===== src/rtl/slt_pkg.sv =====
package slt_pkg;

  // Default sizes
  localparam int MAX_LINES_DEF    = 64;
  localparam int PAYLOAD_BITS_DEF = 32;

  // Fixed port widths
  localparam int OP_W     = 2;
  localparam int KEY_W    = 16;
  localparam int PAY_W    = 32;
  localparam int STATUS_W = 3;

  // Operation codes
  localparam logic [OP_W-1:0] OP_STORE = 2'd0;
  localparam logic [OP_W-1:0] OP_CLEAR = 2'd1;
  localparam logic [OP_W-1:0] OP_LIST  = 2'd2;

  // Result status codes
  typedef enum logic [STATUS_W-1:0] {
    ST_REPLACED = 3'd0,
    ST_INSERTED = 3'd1,
    ST_DELETED  = 3'd2,
    ST_IGNORED  = 3'd3,
    ST_CLEARED  = 3'd4,
    ST_LIST     = 3'd5
  } status_t;

  // Outcome of the shared key comparator
  typedef struct packed {
    logic eq;
    logic ge;
  } key_cmp_t;

endpackage


===== src/rtl/slt_ram.sv =====
module slt_ram #(
  parameter int DEPTH = slt_pkg::MAX_LINES_DEF,
  parameter int WIDTH = slt_pkg::KEY_W + slt_pkg::PAYLOAD_BITS_DEF,
  localparam int AW   = $clog2(DEPTH)
) (
  input  logic             clk,
  input  logic             we,
  input  logic [AW-1:0]    waddr,
  input  logic [WIDTH-1:0] wdata,
  input  logic [AW-1:0]    raddr,
  output logic [WIDTH-1:0] rdata
);

  logic [WIDTH-1:0] mem [DEPTH];

  // One write port, one registered read port
  always_ff @(posedge clk) begin
    if (we) begin
      mem[waddr] <= wdata;
    end
    rdata <= mem[raddr];
  end

endmodule


===== src/rtl/slt_keycmp.sv =====
module slt_keycmp (
  input  logic [slt_pkg::KEY_W-1:0] entry_key,
  input  logic [slt_pkg::KEY_W-1:0] probe_key,
  output slt_pkg::key_cmp_t         res
);
  import slt_pkg::*;

  // Compare a stored key against the key being searched for
  assign res.eq = (entry_key == probe_key);
  assign res.ge = (entry_key >= probe_key);

endmodule


===== src/rtl/sorted_keyed_line_table_core.sv =====
// Channel  | Handshake           | Word
// ---------+---------------------+---------------------------------------------------
// in       | in_valid / in_stall | in_op, in_line_number, in_payload, in_is_empty
// out      | out_valid/out_stall | out_status, out_line_number_res, out_payload_res,
//          |                     | out_present, out_last
//
// One item at a time; the entries live in a single memory with one write and one
// registered read port, and one key comparator serves the search.
// Store: search stops at the first key not below the new one and the shift moves only
// those above it, up for an insert and down for a delete.
// List: one result per cycle from the read port while out_stall is low; others give one.
// Reset empties the table at once; output stalls hold the sequencer, not the table.
module sorted_keyed_line_table_core #(
  parameter int MAX_LINES    = slt_pkg::MAX_LINES_DEF,
  parameter int PAYLOAD_BITS = slt_pkg::PAYLOAD_BITS_DEF
) (
  input  logic                          clk,
  input  logic                          rst_n,
  input  logic                          in_valid,
  output logic                          in_stall,
  input  logic [slt_pkg::OP_W-1:0]      in_op,
  input  logic [slt_pkg::KEY_W-1:0]     in_line_number,
  input  logic [slt_pkg::PAY_W-1:0]     in_payload,
  input  logic                          in_is_empty,
  output logic                          out_valid,
  input  logic                          out_stall,
  output logic [slt_pkg::STATUS_W-1:0]  out_status,
  output logic [slt_pkg::KEY_W-1:0]     out_line_number_res,
  output logic [slt_pkg::PAY_W-1:0]     out_payload_res,
  output logic                          out_present,
  output logic                          out_last
);
  import slt_pkg::*;

  localparam int CW = $clog2(MAX_LINES + 1);
  localparam int IW = $clog2(MAX_LINES);
  localparam int EW = KEY_W + PAYLOAD_BITS;

  typedef enum logic [6:0] {
    S_IDLE   = 7'b0000001,
    S_SEARCH = 7'b0000010,
    S_DECIDE = 7'b0000100,
    S_DEL    = 7'b0001000,
    S_INS    = 7'b0010000,
    S_FIN    = 7'b0100000,
    S_LIST   = 7'b1000000
  } state_t;

  state_t                  state_r, state_nxt;
  logic [CW-1:0]           cnt_r, cnt_nxt;
  logic [CW-1:0]           idx_r, idx_nxt;
  logic                    cv_r, cv_nxt;
  logic                    mv_v_r, mv_v_nxt;
  logic [CW-1:0]           cidx_r, cidx_nxt;
  logic [CW-1:0]           pos_r, pos_nxt;
  logic                    match_r, match_nxt;
  logic [IW-1:0]           mv_dst_r, mv_dst_nxt;
  logic [KEY_W-1:0]        key_r, key_nxt;
  logic [PAYLOAD_BITS-1:0] pay_r, pay_nxt;
  logic                    empty_r, empty_nxt;
  status_t                 status_r, status_nxt;

  logic                    out_valid_r;
  status_t                 out_status_r;
  logic [KEY_W-1:0]        out_key_r;
  logic [PAY_W-1:0]        out_pay_r;
  logic                    out_present_r;
  logic                    out_last_r;

  logic                    out_load;
  status_t                 ld_status;
  logic [KEY_W-1:0]        ld_key;
  logic [PAY_W-1:0]        ld_pay;
  logic                    ld_present;
  logic                    ld_last;

  logic                    ram_we;
  logic [IW-1:0]           ram_waddr;
  logic [EW-1:0]           ram_wdata;
  logic [IW-1:0]           ram_raddr;
  logic [EW-1:0]           ram_rdata;

  logic [KEY_W-1:0]        rd_key;
  logic [PAYLOAD_BITS-1:0] rd_pay;
  logic [63:0]             rd_pay_ext;
  logic [63:0]             in_pay_ext;
  logic [CW-1:0]           idx_inc;
  logic [CW-1:0]           idx_dec;
  logic                    in_accept;
  logic                    out_free;
  key_cmp_t                cmp;

  // Split the stored word and size the payloads
  assign rd_key     = ram_rdata[EW-1 -: KEY_W];
  assign rd_pay     = ram_rdata[PAYLOAD_BITS-1:0];
  assign rd_pay_ext = 64'(rd_pay);
  assign in_pay_ext = 64'(in_payload);
  assign idx_inc    = idx_r + 1'b1;
  assign idx_dec    = idx_r - 1'b1;

  // Handshakes
  assign in_stall  = (state_r != S_IDLE);
  assign in_accept = in_valid && !in_stall;
  assign out_free  = !out_valid_r || !out_stall;

  slt_ram #(
    .DEPTH (MAX_LINES),
    .WIDTH (EW)
  ) u_ram (
    .clk   (clk),
    .we    (ram_we),
    .waddr (ram_waddr),
    .wdata (ram_wdata),
    .raddr (ram_raddr),
    .rdata (ram_rdata)
  );

  slt_keycmp u_cmp (
    .entry_key (rd_key),
    .probe_key (key_r),
    .res       (cmp)
  );

  // Sequencer
  always_comb begin
    state_nxt  = state_r;
    cnt_nxt    = cnt_r;
    idx_nxt    = idx_r;
    cv_nxt     = cv_r;
    mv_v_nxt   = mv_v_r;
    cidx_nxt   = cidx_r;
    pos_nxt    = pos_r;
    match_nxt  = match_r;
    mv_dst_nxt = mv_dst_r;
    key_nxt    = key_r;
    pay_nxt    = pay_r;
    empty_nxt  = empty_r;
    status_nxt = status_r;
    ram_we     = 1'b0;
    ram_waddr  = '0;
    ram_wdata  = {key_r, pay_r};
    ram_raddr  = '0;
    out_load   = 1'b0;
    ld_status  = status_r;
    ld_key     = key_r;
    ld_pay     = '0;
    ld_present = 1'b0;
    ld_last    = 1'b1;

    unique case (state_r)
      S_IDLE: begin
        // Take an item; the read port already fetches entry zero for a list
        if (in_accept) begin
          key_nxt   = in_line_number;
          pay_nxt   = in_pay_ext[PAYLOAD_BITS-1:0];
          empty_nxt = in_is_empty;
          idx_nxt   = '0;
          cv_nxt    = 1'b0;
          unique case (in_op)
            OP_STORE: begin
              state_nxt = S_SEARCH;
            end
            OP_CLEAR: begin
              cnt_nxt    = '0;
              status_nxt = ST_CLEARED;
              state_nxt  = S_FIN;
            end
            OP_LIST: begin
              status_nxt = ST_LIST;
              state_nxt  = (cnt_r == '0) ? S_FIN : S_LIST;
            end
            default: begin
              status_nxt = ST_IGNORED;
              state_nxt  = S_FIN;
            end
          endcase
        end
      end

      S_SEARCH: begin
        // Issue one read a cycle and compare each word that the registered read port returns
        if (idx_r < cnt_r) begin
          ram_raddr = idx_r[IW-1:0];
          cidx_nxt  = idx_r;
          cv_nxt    = 1'b1;
          idx_nxt   = idx_inc;
        end else begin
          cv_nxt = 1'b0;
        end
        if (cv_r && cmp.ge) begin
          pos_nxt   = cidx_r;
          match_nxt = cmp.eq;
          state_nxt = S_DECIDE;
        end else if (!cv_r && !(idx_r < cnt_r)) begin
          pos_nxt   = cnt_r;
          match_nxt = 1'b0;
          state_nxt = S_DECIDE;
        end
      end

      S_DECIDE: begin
        mv_v_nxt = 1'b0;
        if (match_r && !empty_r) begin
          ram_we     = 1'b1;
          ram_waddr  = pos_r[IW-1:0];
          status_nxt = ST_REPLACED;
          state_nxt  = S_FIN;
        end else if (match_r) begin
          idx_nxt    = pos_r + 1'b1;
          status_nxt = ST_DELETED;
          state_nxt  = S_DEL;
        end else if (!empty_r && (cnt_r != CW'(MAX_LINES))) begin
          idx_nxt    = cnt_r;
          status_nxt = ST_INSERTED;
          state_nxt  = S_INS;
        end else begin
          status_nxt = ST_IGNORED;
          state_nxt  = S_FIN;
        end
      end

      S_DEL: begin
        // Move each entry above the gap down by one
        if (idx_r < cnt_r) begin
          ram_raddr  = idx_r[IW-1:0];
          mv_dst_nxt = idx_dec[IW-1:0];
          mv_v_nxt   = 1'b1;
          idx_nxt    = idx_inc;
        end else begin
          mv_v_nxt = 1'b0;
        end
        if (mv_v_r) begin
          ram_we    = 1'b1;
          ram_waddr = mv_dst_r;
          ram_wdata = ram_rdata;
        end
        if (!mv_v_r && !(idx_r < cnt_r)) begin
          cnt_nxt   = cnt_r - 1'b1;
          state_nxt = S_FIN;
        end
      end

      S_INS: begin
        // Move larger entries up by one from the top, then drop the new one in
        if (idx_r > pos_r) begin
          ram_raddr  = idx_dec[IW-1:0];
          mv_dst_nxt = idx_r[IW-1:0];
          mv_v_nxt   = 1'b1;
          idx_nxt    = idx_dec;
        end else begin
          mv_v_nxt = 1'b0;
        end
        if (mv_v_r) begin
          ram_we    = 1'b1;
          ram_waddr = mv_dst_r;
          ram_wdata = ram_rdata;
        end
        if (!mv_v_r && !(idx_r > pos_r)) begin
          ram_we    = 1'b1;
          ram_waddr = pos_r[IW-1:0];
          ram_wdata = {key_r, pay_r};
          cnt_nxt   = cnt_r + 1'b1;
          state_nxt = S_FIN;
        end
      end

      S_FIN: begin
        // Hand the single result word to the output register
        if (out_free) begin
          out_load  = 1'b1;
          ld_status = status_r;
          ld_key    = ((status_r == ST_CLEARED) || (status_r == ST_LIST)) ? '0 : key_r;
          state_nxt = S_IDLE;
        end
      end

      S_LIST: begin
        // Read port holds entry idx; fetch the next one as this one leaves
        ram_raddr = idx_r[IW-1:0];
        if (out_free) begin
          out_load   = 1'b1;
          ld_status  = ST_LIST;
          ld_key     = rd_key;
          ld_pay     = rd_pay_ext[PAY_W-1:0];
          ld_present = 1'b1;
          ld_last    = (idx_inc == cnt_r);
          ram_raddr  = idx_inc[IW-1:0];
          idx_nxt    = idx_inc;
          if (idx_inc == cnt_r) begin
            state_nxt = S_IDLE;
          end
        end
      end

      default: begin
        state_nxt = S_IDLE;
      end
    endcase
  end

  // Control registers
  always_ff @(posedge clk) begin
    if (!rst_n) begin
      state_r <= S_IDLE;
      cnt_r   <= '0;
      idx_r   <= '0;
      cv_r    <= 1'b0;
      mv_v_r  <= 1'b0;
    end else begin
      state_r <= state_nxt;
      cnt_r   <= cnt_nxt;
      idx_r   <= idx_nxt;
      cv_r    <= cv_nxt;
      mv_v_r  <= mv_v_nxt;
    end
  end

  // Working registers of the current item
  always_ff @(posedge clk) begin
    cidx_r   <= cidx_nxt;
    pos_r    <= pos_nxt;
    match_r  <= match_nxt;
    mv_dst_r <= mv_dst_nxt;
    key_r    <= key_nxt;
    pay_r    <= pay_nxt;
    empty_r  <= empty_nxt;
    status_r <= status_nxt;
  end

  // Output register: valid flag
  always_ff @(posedge clk) begin
    if (!rst_n) begin
      out_valid_r <= 1'b0;
    end else if (out_load) begin
      out_valid_r <= 1'b1;
    end else if (!out_stall) begin
      out_valid_r <= 1'b0;
    end
  end

  // Output register: word
  always_ff @(posedge clk) begin
    if (out_load) begin
      out_status_r  <= ld_status;
      out_key_r     <= ld_key;
      out_pay_r     <= ld_pay;
      out_present_r <= ld_present;
      out_last_r    <= ld_last;
    end
  end

  assign out_valid           = out_valid_r;
  assign out_status          = out_status_r;
  assign out_line_number_res = out_key_r;
  assign out_payload_res     = out_pay_r;
  assign out_present         = out_present_r;
  assign out_last            = out_last_r;

  // Checks
  a_cnt_bound: assert property (@(posedge clk) disable iff (!rst_n)
    cnt_r <= CW'(MAX_LINES))
    else $error("entry count above table size");

  a_one_item: assert property (@(posedge clk) disable iff (!rst_n)
    in_valid && !in_stall |=> in_stall)
    else $error("second item taken before the first finished");

  a_single_last: assert property (@(posedge clk) disable iff (!rst_n)
    out_valid && (out_status != ST_LIST) |-> out_last)
    else $error("non-list result without last mark");

  a_idle_no_write: assert property (@(posedge clk) disable iff (!rst_n)
    (state_r == S_IDLE) |-> !ram_we)
    else $error("table written while idle");

endmodule

===== config.mk =====
export PLATFORM = sky130hd
export DESIGN_NAME = sorted_keyed_line_table_core
export DESIGN_NICKNAME = d
export VERILOG_FILES = /design/src/rtl/slt_pkg.sv /design/src/rtl/slt_ram.sv /design/src/rtl/slt_keycmp.sv /design/src/rtl/sorted_keyed_line_table_core.sv
export SDC_FILE = /design/constraint.sdc
export NUM_CORES = 2
export LEC_CHECK = 0
export BUFFER_PORTS_ARGS = -buffer_cell sky130_fd_sc_hd__buf_2
export CAP_MARGIN = 20
export CORE_MARGIN = 3
export CORE_UTILIZATION = 55
export CTS_CLUSTER_DIAMETER = 30
export DETAILED_ROUTE_END_ITERATION = 8
export MAX_ROUTING_LAYER = met4
export PLACE_DENSITY = 0.69
export SLEW_MARGIN = 5
export SYNTH_ARGS = -nofsm -noshare
export SYNTH_HDL_FRONTEND = slang
export SYNTH_HIERARCHICAL = 1
export SYNTH_SLANG_ARGS = --single-unit
export TNS_END_PERCENT = 100

===== constraint.sdc =====
create_clock -name clk -period 17.9 [get_ports clk]
set_input_delay 0.895 -clock clk [delete_from_list [all_inputs] [get_ports clk]]
set_output_delay 0.895 -clock clk [all_outputs]
set_load 0.02 [all_outputs]

### Word level (Yosys, flattened, before mapping)

Memories as Yosys holds them, arrays and structs flattened. A register that Yosys moved wholly into a read port is not among the register bits.
Cells that the tools add are included.

| cells by class | value |
|---|---|
| $add $sub $neg | 5 |
| $mul | 0 |
| divide/modulo/power cells | 0 |
| magnitude comparators | 3 |
| equality and inequality tests | 30 |
| shifts and indexed selects | 0 |
| multiplexer cells | 72 |
| bitwise logic cells | 0 |
| reductions and logical operators | 38 |

Operators with widths:

| operator | number |
|---|---|
| two-way mux 7 bit | 22 |
| two-way mux 48 bit | 2 |
| one-hot mux 48 bit (2 select lines) | 1 |
| two-way mux 6 bit | 11 |
| one-hot mux 7 bit (7 select lines) | 1 |
| two-way mux 16 bit | 3 |
| one-hot mux 6 bit (3 select lines) | 2 |
| one-hot mux 7 bit (5 select lines) | 1 |
| one-hot mux 16 bit (2 select lines) | 1 |
| adder 7 x 1 -> 7 bit (second input constant) | 3 |
| one-hot mux 7 bit (3 select lines) | 1 |
| inequality test 2 bit (second input constant) | 10 |
| equality test 16 bit | 1 |
| greater-or-equal comparator 16 bit | 1 |
| two-way mux 1 bit | 14 |
| one-hot mux 7 bit (2 select lines) | 1 |
| AND reduction 7 bit | 2 |
| subtractor 7 x 1 -> 7 bit (second input constant) | 2 |
| one-hot mux 6 bit (2 select lines) | 1 |
| AND reduction 2 bit | 5 |
| two-way mux 3 bit | 3 |
| one-hot mux 3 bit (3 select lines) | 1 |
| zero test 1 bit | 8 |
| nonzero test 2 bit | 4 |
| 30 further kinds | 47 |

| storage, ports and cells | value |
|---|---|
| register bits | 150 |
| bits in latches | 0 |
| bits in writable memories | 3072 |
| bits in read-only memories | 0 |
| bits of input ports | 55 |
| output and inout bits | 55 |
| word-level logic and storage cells | 168 |
| memories kept | 1 |

Memories:

| name | words | bits a word | rd ports | clocked after memory_dff | write ports | RTL line | text |
|---|---|---|---|---|---|---|---|
| u_ram.mem | 64 | 48 | 1 | 1 | 1 | slt_ram.sv:14 | `logic [WIDTH-1:0] mem [DEPTH];` |

### Logic depth before layout (Yosys ltp)

| logic depth | value |
|---|---|
| depth after elaboration | 7 |
| gate-level depth with buffers | 19 |

### Hierarchy

The synthesis kept the hierarchy.

Modules (own cells, without submodules):

| module | times used | cells an instance | area each (um^2) | seq. area each (um^2) |
|---|---|---|---|---|
| slt_ram | 1 | 4969 | 117121.1 | 93209.4 |
| sorted_keyed_line_table_core | 1 | 660 | 7826.3 | 4264.1 |
| slt_keycmp | 1 | 57 | 405.4 | 0.0 |

### Least setup slack after synthesis

Ideal clock, no wire load.

| timing | value |
|---|---|
| kind | reg2reg |
| start point | reg idx_r[0] |
| end point | mem u_ram/mem[32][0] in the netlist's numbering (enable) |
| arrival | 5.737 ns |
| required time | 17.387 ns |
| path slack | 11.650 ns |
| cell stages (with the launch flop) | 14 |
| buffers on the path | 2 |
| cells stage by stage | dfxtp_1 -> buf_2 -> inv_1 -> ha_1 -> and4_1 -> and2_1 -> o21a_1 -> and2_1 -> a21o_1 -> a22o_1 -> clkbuf_1 -> nor2_1 -> nand4b_1 -> nor3_1 |

| on the way | value |
|---|---|
| elaborated cells on any way between the ends | 9 |
| classes of those cells | order compare: 1; mux: 6; reduce/logical: 2 |

RTL lines:

| element | RTL line | text |
|---|---|---|
| start, declared | sorted_keyed_line_table_core.sv:51 | `logic [CW-1:0] idx_r, idx_nxt;` |
| start signal, assigned | sorted_keyed_line_table_core.sv:312 | `idx_r <= idx_nxt;` |
| > comparator 7 bit | sorted_keyed_line_table_core.sv:258 | `if (!mv_v_r && !(idx_r > pos_r)) begin` |
| zero test 1 bit | sorted_keyed_line_table_core.sv:258 |  |
| logical AND 1 bit | sorted_keyed_line_table_core.sv:258 |  |
| two-way mux 6 bit | sorted_keyed_line_table_core.sv:258 |  |
| one-hot mux 6 bit (3 select lines) | sorted_keyed_line_table_core.sv:150 | `unique case (state_r)` |
| via ram_waddr[3] | sorted_keyed_line_table_core.sv:78 | `logic [IW-1:0] ram_waddr;` |
| end, declared | slt_ram.sv:14 |  |

The timed path passes the listed nets, and every way through them passes these cells.

### Worst setup path after layout

| timing | value |
|---|---|
| start point | reg idx_r[4] |
| end point | reg u_ram.rdata[35], read port of u_ram.mem |

| on the way | value |
|---|---|
| longest elaborated chain between the ends | 3 |
| elaborated cells on any way between the ends | 8 |
| classes of those cells | add/sub: 2; order compare: 2; mux: 4 |

RTL lines:

| element | RTL line | text |
|---|---|---|
| > comparator 7 bit or less-than comparator 7 bit (tied branches) | sorted_keyed_line_table_core.sv:245, sorted_keyed_line_table_core.sv:182, sorted_keyed_line_table_core.sv:224 |  |
| two-way mux 6 bit, on equally long branches | sorted_keyed_line_table_core.sv:245, sorted_keyed_line_table_core.sv:182, sorted_keyed_line_table_core.sv:224 |  |
| one-hot mux 6 bit (3 select lines) * | sorted_keyed_line_table_core.sv:150 |  |
| via ram_raddr[0] | sorted_keyed_line_table_core.sv:80 | `logic [IW-1:0] ram_raddr;` |
| end, declared | slt_ram.sv:11 | `output logic [WIDTH-1:0] rdata` |

The timed path passes the listed nets; every way through them passes the cells marked *.
A chain may end at the register's enable or synchronous reset.

==> results by group <==
Yosys
  • Unique masters post-synth: 79
  • Post-Synth Adder-Cell Area: 0.455%
  • Post-synthesis sequential area ratio: 77.8%
  • Top cells by count, synth: edfxtp_1, mux4_2, nor2_1
  • EDFF count, synth: 3198
  • Synth top area share: 76.6%
  • Most frequent cell after synthesis: edfxtp_1
  • Syn Area/Cell: 22.0 sq um
  • Synth area leader: edfxtp_1
  • XOR/XNOR Fraction of Synth Area: 0.154%
  • Mapped Area: 125000 sq um
  • Synthesized flop and latch total: 3270
  • Ys Warns: 6
  • Multiplexer share of the synthesized area: 14.7%
  • Ys async rst share: 0%
  • Largest cells by area after synthesis: edfxtp_1, mux4_2, dfxtp_1
  • Most frequently used flop master after synthesis: edfxtp_1
  • Post-synthesis simple-gate area fraction: 1.85%
  • Compound-Gate Fraction of Synth Area: 3.64%
  • Post-synthesis net count: 5786
  • Main combinational cell family by area after synthesis: multiplexers
  • Synth Instances: 5686

Floorplanning
  • Initial Util: 55.5%
  • Site Rows: 174
  • Core Footprint: 226000 sq um
  • Die Footprint: 234000 sq um
  • Chip Height: 483 um
  • Num ports: 110
  • Die Span X: 483 um

Flow run
  • Max_cap viols: 0

Timing
  • Final slew viol count: 0
  • Finish-stage setup viols: 0
  • Fin crit share: 44.6%
  • Tmin final: 7980 ps
  • Max Fclk: 125 MHz
  • Worst-Margin Slew: 1210 ps
  • Setup TNS: 0 ps
  • RSZ-0062 raised after global routing: no
  • Slew Limit Headroom: 19.2%
  • Skew final: 56.0 ps
  • Hold Fails Final Rpt: 0
  • Hold Slack: 115 ps

Clock tree
  • H-tree Lvls: 6
  • Worst-path clk slew: 60 ps
  • Clock sinks: 3270
  • Total CTS buffers: 550
  • Clk_lat worst skew: 950 ps
  • Root buf cell: clkbuf_16
  • CTS tree: done
  • Post-CTS sizing: 0
  • Postcts setup bufs: 0
  • Post-CTS Hold Fix Bufs: 0
  • Clk buf depth: 4

Route
  • Drt drc: 0
  • Via density: 6.88
  • DR WL/cell: 37.2 um
  • Pre-antenna DRT Iters: 6
  • Detailed Route Iter0 Violations: 10500
  • Antenna viol nets, final: 0
  • WL final: 359000 um
  • Vias post-DR: 66500

Pwr
  • PwrDens: 131 nW/um^2
  • Total power after layout: 0.0195 W
  • Leakage: 47.3 nW
  • Peak supply drop: 0.000145 V

GRT
  • Aggregate global-route resource usage: 31.6%
  • Pin count of the biggest net entering global routing: 98
  • GRT overflow: 0
  • First-pass GRT wire length: 505000 um
  • Number of global-route vias before repair: 66700
  • Initial antenna violation count: 15

Critical path
  • Critical Path, Cell by Cell: ha_1 > a211oi_1 > o21bai_1 > or2_2 > o21a_1 > a21oi_4 > buf_4 > buf_4 > buf_4 > buf_4 > mux4_2 > mux2i_1 > a21oi_1 > a21oi_1 > a221oi_1
  • Critical Path Most Common Cell: buf_4
  • CP required: 18650 ps
  • Top Family by Delay on Critical Path: buffers and inverters
  • Critical Path Max Stage Delay: 870 ps
  • Setup crit start kind: flip-flop
  • CP max FO: 45
  • Crit. End Element: flip-flop
  • Critical path class: flip-flop to flip-flop
  • Worst Path Arrival: 8730 ps
  • Slowest CP cell: buf_4
  • CP Buf/Inv Count: 4

Layout
  • Share of layout cells above drive strength 1: 31.4%
  • Area growth, synth to finish: 18.9%
  • Post-layout net count: 6342

Min path
  • Worst hold path class: primary input to flip-flop

Place
  • DP Wirelength: 184000 um
  • IO buf count: 109
  • Routability cong.: 0.901

Run status
  • Status: finished, final reports clean
[where the power goes]
group / total [W] / switching (W) / internal (W)
Combinational: 0.000425 / 0.000340 / 0.0000846
Sequential: 0.00866 / 0.0000223 / 0.00863
Clock: 0.0104 / 0.00358 / 0.00684
[cell usage in the layout, fill, tap and decap left out, drive strengths merged, types with 9 or more instances in the layout]
cell type	n
o22ai	128
nor2b	31
bufinv	68
buf	323
clkbuf	643
inv	80
edfxtp	3198
xnor2	15
a221oi	88
mux2i	66
nor3	19
clkinvlp	48
nand4	11
nor2	164
a22oi	76
clkinv	175
a21oi	105
diode	10
and3	40
o21ai	21
mux4	754
o221ai	30
dfxtp	72
mux2	67
a22o	79
nand3	30
a21boi	10
a211oi	37
nand2b	17
a311oi	11
ha	44
nand2	97
or3	9
[stage by stage]
step                      setup slack, ps  utilization (%)  cell area, sq um  std cells
final                                9920             66.0            149000       9660
after global routing                 9220             66.0            149000       9660
after CTS                            9730             65.7            148000       9618
after detailed placement             9770             57.6            130000       8650
after global placement               9870             57.6            130000       8648
after floorplan                     11650                -            125000       5686
[area by class of cell]
cell class / count / area [sq um]
diodes: 10 / 25.0
inverters: 46 / 173
flip-flops and latches: 3270 / 97500
clock inverters: 325 / 3700
well taps: 2992 / 3740
clock buffers: 643 / 14700
fillers: 13700 / 76700
repair buffers: 323 / 2640
multi-input cells: 2051 / 26700
[path summary, 6_finish.rpt]
| kind | slack [ps] | end | cells after the start | from |
|---|---|---|---|---|
| setup reg to reg | 9920 | u_ram/rdata[35] | 15 | idx_r[4] |
| hold / removal | 110 | pay_r[31] | 1 | in_payload[31] |
| setup / recovery | 9920 | u_ram/rdata[35] | 15 | idx_r[4] |
| hold reg to reg | 530 | out_status[0] | 1 | status_r[0] |
[kinds of logic after synthesis]
group                      after synthesis
DFF                                   3270
muxes                                  887
AOI/OAI and AO/OA                      630
and+or+nand+nor                        467
buffers and inverters                  365
adders and majority gates               45
xor gates and xnor gates                22
[state kept, by name, indices dropped and copies added (netlist names), 3 cells and up]
| name | flops |
|---|---|
| status_r | 3 |
| out_payload_res | 32 |
| out_status | 3 |
| idx_r | 7 |
| pos_r | 7 |
| cnt_r | 7 |
| out_line_number_res | 16 |
| u_ram/rdata | 48 |
| pay_r | 32 |
| cidx_r | 7 |
| state_r | 7 |
| key_r | 16 |
| u_ram/mem | 3072 |
| mv_dst_r | 6 |
[per-layer routing]
layer	GRT usage, %	wire, um	part of all wire (%)	vias up
met5	-	0	0	-
met4	14.2	18000	5.0	0
met3	7.40	44300	12	977
met2	47.2	170000	47	5218
met1	42.0	127000	35	34700
li1	-	-	-	25500
No activity file was read; power rests on OpenSTA's default activity.
